### config.mk
export PLATFORM = sky130hd
export DESIGN_NAME = grid_neighbor_index
export DESIGN_NICKNAME = d
export VERILOG_FILES = /design/src/rtl/gni_pkg.sv /design/src/rtl/gni_div_cell.sv /design/src/rtl/gni_out_stage.sv /design/src/rtl/grid_neighbor_index.sv
export VERILOG_INCLUDE_DIRS = /design/src /design/src/rtl
export SDC_FILE = /design/constraint.sdc
export NUM_CORES = 1
export LEC_CHECK = 0
export BUFFER_PORTS_ARGS = -buffer_cell sky130_fd_sc_hd__buf_2
export CORE_MARGIN = 2
export CORE_UTILIZATION = 60
export CTS_BUF_LIST = sky130_fd_sc_hd__clkbuf_8
export CTS_CLUSTER_DIAMETER = 60
export DETAILED_ROUTE_END_ITERATION = 8
export PLACE_DENSITY = 0.76
export SYNTH_ARGS = -nofsm -noshare
export SYNTH_HDL_FRONTEND = slang
export SYNTH_SLANG_ARGS = --single-unit
### constraint.sdc
create_clock -name clk -period 6.3 [get_ports clk]
set_clock_uncertainty 0.2 [all_clocks]
set_input_delay 0 -clock clk [delete_from_list [all_inputs] [get_ports clk]]
set_output_delay 0 -clock clk [all_outputs]
set_load 0.02 [all_outputs]
### src/rtl/grid_neighbor_index_macros.svh
// Assertion macros for the grid neighbor index block.
// Used by the top level only; expects a clock named clk and a reset named rst.
`ifndef GRID_NEIGHBOR_INDEX_MACROS_SVH
`define GRID_NEIGHBOR_INDEX_MACROS_SVH

// Same-cycle implication, masked during reset
`define GNI_CHECK(lbl, ante, cons, msg) \
  lbl: assert property (@(posedge clk) disable iff (rst) (ante) |-> (cons)) else $error(msg);

// Next-cycle implication, masked during reset
`define GNI_CHECK_NEXT(lbl, ante, cons, msg) \
  lbl: assert property (@(posedge clk) disable iff (rst) (ante) |=> (cons)) else $error(msg);

// Next-cycle implication that also holds across reset
`define GNI_CHECK_ALWAYS(lbl, ante, cons, msg) \
  lbl: assert property (@(posedge clk) (ante) |=> (cons)) else $error(msg);

`endif

### src/rtl/gni_pkg.sv
// Shared types and constants for the grid neighbor index block.
// No dependencies; imported by every module of the block.
`timescale 1ns / 1ps

package gni_pkg;

  localparam int IDX_W     = 20;  // linear pixel index width
  localparam int CODE_W    = 4;   // direction code width
  localparam int CFG_W     = 11;  // widest configuration register
  localparam int CFG_IDX_W = 1;   // configuration register index width

  // Direction codes; "bottom" is row - 1, "top" is row + 1
  typedef enum logic [CODE_W-1:0] {
    DIR_SELF         = 4'd0,
    DIR_LEFT         = 4'd1,
    DIR_RIGHT        = 4'd2,
    DIR_BOTTOM_LEFT  = 4'd3,
    DIR_BOTTOM       = 4'd4,
    DIR_BOTTOM_RIGHT = 4'd5,
    DIR_TOP_LEFT     = 4'd6,
    DIR_TOP          = 4'd7,
    DIR_TOP_RIGHT    = 4'd8
  } dir_t;

  // Configuration register indexes
  typedef enum logic [CFG_IDX_W-1:0] {
    REG_GRID_WIDTH  = 1'b0,
    REG_GRID_HEIGHT = 1'b1
  } cfg_reg_t;

  localparam logic [CFG_W-1:0] GRID_SIDE_RESET = 11'd1024;

  // Transaction payload carried down the divider chain
  typedef struct packed {
    logic [IDX_W-1:0]  pix;   // centre pixel index
    logic [CODE_W-1:0] code;  // direction code
    logic [IDX_W-1:0]  quot;  // row, built one bit per cell
  } item_t;

endpackage

### src/rtl/gni_div_cell.sv
// One restoring-division cell: resolves one quotient (row) bit per transaction.
// Depends on gni_pkg for item_t.
`timescale 1ns / 1ps

module gni_div_cell
  import gni_pkg::*;
#(
  parameter int SW  = 11,  // width of the clamped grid side
  parameter int BIT = 0    // quotient bit resolved here
) (
  input  logic          clk,
  input  logic          rst,
  input  logic [SW-1:0] w,
  input  logic          up_valid,
  output logic          up_ready,
  input  item_t         up_item,
  input  logic [SW-1:0] up_rem,
  output logic          dn_valid,
  input  logic          dn_ready,
  output item_t         dn_item,
  output logic [SW-1:0] dn_rem
);

  logic [SW:0]   trial;
  logic          ge;
  logic [SW:0]   diff;
  logic [SW-1:0] rem_next;
  item_t         item_next;

  // Shift in the next dividend bit and try to subtract the width
  always_comb begin
    trial     = {up_rem, up_item.pix[BIT]};
    ge        = (trial >= {1'b0, w});
    diff      = trial - {1'b0, w};
    rem_next  = ge ? diff[SW-1:0] : trial[SW-1:0];
    item_next = up_item;
    item_next.quot[BIT] = ge;
  end

  // Stage takes a new transaction when empty or when it hands its own on
  assign up_ready = !dn_valid || dn_ready;

  always_ff @(posedge clk) begin
    if (rst) begin
      dn_valid <= 1'b0;
    end else if (up_ready) begin
      dn_valid <= up_valid;
    end
  end

  always_ff @(posedge clk) begin
    if (up_ready && up_valid) begin
      dn_item <= item_next;
      dn_rem  <= rem_next;
    end
  end

endmodule

### src/rtl/gni_out_stage.sv
// Output stage: edge checks and neighbor index from column, row and direction.
// Depends on gni_pkg for item_t and direction codes.
`timescale 1ns / 1ps

module gni_out_stage
  import gni_pkg::*;
#(
  parameter int SW = 11
) (
  input  logic             clk,
  input  logic             rst,
  input  logic [SW-1:0]    w,
  input  logic [SW-1:0]    h,
  input  logic             up_valid,
  output logic             up_ready,
  input  item_t            up_item,
  input  logic [SW-1:0]    up_rem,
  output logic             out_valid,
  input  logic             out_ready,
  output logic [IDX_W-1:0] neighbor_index,
  output logic             in_grid
);

  logic             dx_neg, dx_pos, dy_neg, dy_pos, known;
  logic             ok;
  logic [SW:0]      col_inc;
  logic [IDX_W:0]   row_inc;
  logic [IDX_W-1:0] w_ext;
  logic [IDX_W-1:0] idx_next;
  logic             grid_next;

  // Direction decode
  always_comb begin
    dx_neg = 1'b0;
    dx_pos = 1'b0;
    dy_neg = 1'b0;
    dy_pos = 1'b0;
    known  = 1'b1;
    case (dir_t'(up_item.code))
      DIR_SELF:         begin end
      DIR_LEFT:         dx_neg = 1'b1;
      DIR_RIGHT:        dx_pos = 1'b1;
      DIR_BOTTOM_LEFT:  begin dx_neg = 1'b1; dy_neg = 1'b1; end
      DIR_BOTTOM:       dy_neg = 1'b1;
      DIR_BOTTOM_RIGHT: begin dx_pos = 1'b1; dy_neg = 1'b1; end
      DIR_TOP_LEFT:     begin dx_neg = 1'b1; dy_pos = 1'b1; end
      DIR_TOP:          dy_pos = 1'b1;
      DIR_TOP_RIGHT:    begin dx_pos = 1'b1; dy_pos = 1'b1; end
      default:          known = 1'b0;
    endcase
  end

  // Edge checks; col is the remainder, row the quotient
  always_comb begin
    col_inc = {1'b0, up_rem} + 1'b1;
    row_inc = {1'b0, up_item.quot} + 1'b1;
    w_ext   = IDX_W'(w);
    ok = known
      && (up_item.quot < IDX_W'(h))
      && !(dx_neg && (up_rem == '0))
      && !(dx_pos && (col_inc >= {1'b0, w}))
      && !(dy_neg && (up_item.quot == '0))
      && !(dy_pos && (row_inc >= (IDX_W + 1)'(h)));

    // pix = row * w + col, so the neighbor is pix +/- 1 +/- w
    idx_next = up_item.pix;
    if (dx_pos) idx_next = idx_next + 1'b1;
    if (dx_neg) idx_next = idx_next - 1'b1;
    if (dy_pos) idx_next = idx_next + w_ext;
    if (dy_neg) idx_next = idx_next - w_ext;

    if (dir_t'(up_item.code) == DIR_SELF) begin
      idx_next  = up_item.pix;
      grid_next = 1'b1;
    end else if (ok) begin
      grid_next = 1'b1;
    end else begin
      idx_next  = '0;
      grid_next = 1'b0;
    end
  end

  assign up_ready = !out_valid || out_ready;

  always_ff @(posedge clk) begin
    if (rst) begin
      out_valid <= 1'b0;
    end else if (up_ready) begin
      out_valid <= up_valid;
    end
  end

  always_ff @(posedge clk) begin
    if (up_ready && up_valid) begin
      neighbor_index <= idx_next;
      in_grid        <= grid_next;
    end
  end

endmodule

### src/rtl/grid_neighbor_index.sv
// Top level of the grid neighbor index block: config registers, divider chain,
// output stage. Depends on gni_pkg, gni_div_cell, gni_out_stage and the macro header.
//
//  channel   direction  handshake                fields
//  in        in         in_valid / in_ready      pixel_index, neighbor_code
//  out       out        out_valid / out_ready    neighbor_index, in_grid
//  cfg       in         cfg_we (no wait)         cfg_index, cfg_data
//
// One transaction per cycle unless the output stalls; one cell per row bit of the
// 20-bit index (a restoring divider by the grid width), then the output register.
// Reset clears all valid bits and sets width and height to 1024.
// Each stage holds its transaction while the next one is full, so a stall at the
// output fills the chain from the back and in_ready falls only when it is full.
`timescale 1ns / 1ps
`include "grid_neighbor_index_macros.svh"

module grid_neighbor_index
  import gni_pkg::*;
#(
  parameter int MAX_SIDE = 1024
) (
  input  logic                 clk,
  input  logic                 rst,
  input  logic                 cfg_we,
  input  logic [CFG_IDX_W-1:0] cfg_index,
  input  logic [CFG_W-1:0]     cfg_data,
  input  logic                 in_valid,
  output logic                 in_ready,
  input  logic [IDX_W-1:0]     pixel_index,
  input  logic [CODE_W-1:0]    neighbor_code,
  output logic                 out_valid,
  input  logic                 out_ready,
  output logic [IDX_W-1:0]     neighbor_index,
  output logic                 in_grid
);

  localparam int SW = $clog2(MAX_SIDE + 1);

  logic [CFG_W-1:0] grid_width;
  logic [CFG_W-1:0] grid_height;
  logic [SW-1:0]    w_eff;
  logic [SW-1:0]    h_eff;

  // Configuration registers
  always_ff @(posedge clk) begin
    if (rst) begin
      grid_width  <= GRID_SIDE_RESET;
      grid_height <= GRID_SIDE_RESET;
    end else if (cfg_we) begin
      case (cfg_reg_t'(cfg_index))
        REG_GRID_WIDTH:  grid_width  <= cfg_data;
        REG_GRID_HEIGHT: grid_height <= cfg_data;
        default: begin end
      endcase
    end
  end

  // Zero reads as one, anything above MAX_SIDE saturates
  always_comb begin
    if (grid_width == '0)                          w_eff = SW'(1);
    else if (32'(grid_width) > 32'(MAX_SIDE))      w_eff = SW'(MAX_SIDE);
    else                                           w_eff = SW'(grid_width);
    if (grid_height == '0)                         h_eff = SW'(1);
    else if (32'(grid_height) > 32'(MAX_SIDE))     h_eff = SW'(MAX_SIDE);
    else                                           h_eff = SW'(grid_height);
  end

  // Divider chain, most significant row bit first
  logic          valid_chain [IDX_W+1];
  logic          ready_chain [IDX_W+1];
  item_t         item_chain  [IDX_W+1];
  logic [SW-1:0] rem_chain   [IDX_W+1];

  assign valid_chain[0]     = in_valid;
  assign in_ready           = ready_chain[0];
  assign item_chain[0].pix  = pixel_index;
  assign item_chain[0].code = neighbor_code;
  assign item_chain[0].quot = '0;
  assign rem_chain[0]       = '0;

  for (genvar i = 0; i < IDX_W; i++) begin : g_cell
    gni_div_cell #(
      .SW  (SW),
      .BIT (IDX_W - 1 - i)
    ) u_cell (
      .clk      (clk),
      .rst      (rst),
      .w        (w_eff),
      .up_valid (valid_chain[i]),
      .up_ready (ready_chain[i]),
      .up_item  (item_chain[i]),
      .up_rem   (rem_chain[i]),
      .dn_valid (valid_chain[i+1]),
      .dn_ready (ready_chain[i+1]),
      .dn_item  (item_chain[i+1]),
      .dn_rem   (rem_chain[i+1])
    );
  end

  gni_out_stage #(
    .SW (SW)
  ) u_out (
    .clk            (clk),
    .rst            (rst),
    .w              (w_eff),
    .h              (h_eff),
    .up_valid       (valid_chain[IDX_W]),
    .up_ready       (ready_chain[IDX_W]),
    .up_item        (item_chain[IDX_W]),
    .up_rem         (rem_chain[IDX_W]),
    .out_valid      (out_valid),
    .out_ready      (out_ready),
    .neighbor_index (neighbor_index),
    .in_grid        (in_grid)
  );

  // Checks
  `GNI_CHECK(a_col_below_width, valid_chain[IDX_W], rem_chain[IDX_W] < w_eff, "column not below width")
  `GNI_CHECK(a_absent_is_zero, out_valid && !in_grid, neighbor_index == '0, "absent neighbor nonzero")
  `GNI_CHECK_ALWAYS(a_reset_empties, rst, !out_valid && !valid_chain[IDX_W], "valid after reset")

endmodule
==> results.yml <==
logic_synthesis:
  ys_warn_count: 0
  synth_nets: 3726
  synth_top_flop_cell: "edfxtp_1"
  synth_top_area_share_pct: 63.1
  synthMuxAreaShare_pct: 0.356
  synth_top_family_by_area: "simple AND/OR/NAND/NOR gates"
  synthAdderAreaFrac_pct: 8.60
  synth_edf_count: 931
  netlist_area_sq_um: 44300
  synth_compound_area_share_pct: 9.83
  synth_area_per_cell_sq_um: 13.1
  syn_inst: 3393
  synth-seq-cells: 974
  yosysUniqueCellTypes: 94
  synth_xor_area_share_pct: 2.70
  yosys.area.top_type: "edfxtp_1"
  yosysSeqAreaShare_pct: 65.0
  synth-async-reset-ratio_pct: 0
  yosys-top-cells-area: "edfxtp_1 63%, ha_1 7.6%, nand2_1 3.1%"
  synthSimpleGateAreaFrac_pct: 10.8
route:
  drc: 5
  routed_wl_um: 93700
  wl_per_cell_um: 19.6
  viasPerCell: 5.78
  antenna_left: 0
  num_vias: 27700
  first_pass_iters: 9
  drt-initial-drc-count: 2229
grt:
  met3_usage_pct: 4.52
  met2_usage_pct: 42.9
  grt_pass1_vias: 28200
  grt_busiest_layer: "met2"
  grt_pass1_wl_um: 147000
  grt_usage_pct: 25.1
  grt-ovfl-total: 0
  grt_start_max_net_pins: 56
  use_met1_pct: 30.5
  antenna_found_initial: 2
clock_network:
  cts_tree: "yes"
  cts_buffers: 153
  clk_latency_ns: 0.81
  cts_buffer_depth: 3
  cts_sinks: 974
  clockRootBuffer: "clkbuf_8"
  cts_max_level: 4
  clkTransAtPathRegs_ns: 0.06
layout:
  multi_input_area_sq_um: 14500
  fillers: 4855
  finalNonFillerCells: 4783
  mostFrequentLayoutCells: "931 x edfxtp_1, 366 x nand2_1, 304 x inv_1"
  layout-drive-gt1-share_pct: 10.3
  nets: 4035
  seqCellArea_sq_um: 28800
  fin_area_sq_um: 50100
  syn2layout_area_growth_pct: 13.1
  layout_commonest_cell: "edfxtp_1"
timing:
  timing.fmax_mhz: 166
  hold_viol_final: 0
  timing.final.crit_share_pct: 95.3
  fin_crit_ns: 6.01
  timing.slew.headroom_pct: 18.8
  worst_pin_slew_ns: 1.21
  setup_violations: 0
  slew_viol_final: 0
critical_path:
  crit_arrival_ns: 6.44
  critPathKind: "reg2reg"
  cp-end-kind: "flop"
  crit_path_start_kind: "flop"
  crit_fanout: 6
  required_ns: 6.73
power_and_ir_drop:
  leakage_nw: 18.5
  combPwrFrac_pct: 3.9
  vdd_drop_max_mv: 0.279
  intPower_mw: 9.79
  p_clk_share_pct: 39.8
  pwr-share-seq_pct: 56.3
  switchingPower_mw: 2.84
  power.density_nw_per_um2: 252
  swShare_pct: 22.5
placed_design:
  dp_hpwl_um: 62000
  numPortBuffers: 63
  place.gp.congestion: 0.953
  placed_area_sq_um: 46100
  dp_cells: 4403
floorplanning:
  ioPinCount: 64
  dieArea_sq_um: 76100
  rows: 99
  die_y_um: 276
  die_w_um: 276
  start_util_pct: 60.7
  core_area_sq_um: 73100
run:
  max_cap_violations: 0
worst_hold_path:
  hold_class: "in2reg"
run_status:
  status: "finished with violations"
  violations: "design-rule violations"
-- repair_timing --
item                                    in CTS  in global routing
setup buffers                                0                 13
hold buffers                                90                  0
endpoints found under the setup margin       0                  6
gates resized for setup                      0                  7
hold endpoints to repair                   130                  0
-- registers in the layout, summed over array words and instances (netlist names) --
| signal | cells |
|---|---|
| u_out.in_grid | 1 |
| g_cell.u_cell.dn_item | 690 |
| u_out.neighbor_index | 20 |
| g_cell.u_cell.dn_rem | 220 |
| u_out.out_valid | 1 |
| g_cell.u_cell.dn_valid | 20 |
| grid_width | 11 |
| grid_height | 11 |
-- critical path, cell delays in order, from the launching register on --
cell and delay [ns]:
edfxtp_1 0.42, ha_1 0.32, nor3b_1 0.15, a22o_1 0.18, a221o_1 0.37, nor3_4 0.25
xor2_1 0.24, inv_1 0.07, ha_1 0.33, o21ai_0 0.19, o21bai_1 0.12, or4_1 0.45
nand2_1 0.10, xor2_1 0.14, a21oi_1 0.10, ha_1 0.39, a21oi_1 0.22, inv_1 0.09
a31oi_2 0.25, o21a_1 0.23, nand4_1 0.25, mux2_2 0.36, a21oi_1 0.16, a21oi_1 0.09
o21ai_1 0.19
-- metal layers --
metal,vias up,wire (um)
li1,13200,-
met3,276,5100
met1,13300,37700
met5,-,0
met2,890,46500
met4,0,4380
-- Yosys cell counts (55+ instances only) --
| master | n |
|---|---|
| a21oi_1 | 136 |
| nand2_1 | 366 |
| edfxtp_1 | 931 |
| xor2_1 | 65 |
| a21boi_0 | 85 |
| nand4_1 | 55 |
| nor2b_1 | 58 |
| inv_1 | 245 |
| o21ai_0 | 266 |
| o31ai_1 | 117 |
| xnor2_1 | 70 |
| nor2_1 | 214 |
| ha_1 | 271 |
-- final timing paths --
| check | startpoint | to | slack [ns] | cells past startpoint |
|---|---|---|---|---|
| worst min register to register | g_cell[8].u_cell.dn_item[19] | g_cell[9].u_cell.dn_item[19] | 0.19 | 0 |
| worst max-delay path | g_cell[19].u_cell.dn_item[25] | u_out.neighbor_index[14] | 0.29 | 24 |
| worst min-delay path | rst | g_cell[9].u_cell.dn_valid | 0.17 | 3 |
| worst max register to register | g_cell[19].u_cell.dn_item[25] | u_out.neighbor_index[14] | 0.29 | 24 |
-- logic make-up (layout without fill, tap and decap cells) --
kind of cell / after synthesis / after routing
buf+inv: 308 / 738
compound gates: 703 / 703
mux: 15 / 15
simple gates: 965 / 965
xor+xnor: 136 / 136
fa+ha+maj: 292 / 292
flops: 974 / 974
other cells: 0 / 1
-- final cells by class --
type | instances | area share [%]
Timing Repair Buffer | 216 | 3.37
Clock inverter | 116 | 1.48
Sequential cell | 974 | 57.5
Inverter | 246 | 1.84
Multi-Input combinational cell | 2111 | 29.0
Clock buffer | 160 | 4.39
Antenna cell | 1 | 0.00499
Tap cell | 959 | 2.39
-- power groups by stage --
stage	Clock [mW]	Sequential, mW	Combinational (mW)
2_1_floorplan	0	7.23	0.298
3_3_place_gp	0	7.24	0.415
3_5_place_dp	0	7.25	0.432
4_1_cts	5.14	7.11	0.478
5_1_grt	5.43	7.11	0.542
6_report	5.03	7.11	0.488
-- metrics by stage --
step	hold WS (ns)	utilization, %	TNS, ns	total power [mW]	setup WS, ns
after floorplan	-0.101	-	0	7.53	0.545
after global routing	0.188	68.6	-0.0249	13.1	-0.0249
final	0.172	68.6	0	12.6	0.293
after CTS	0.0645	68.4	0	12.7	0.172
after global placement	-0.0232	63.1	0	7.66	0.354
after detailed placement	-0.0219	63.1	0	7.68	0.219
No activity file was read; power rests on OpenSTA's default activity.
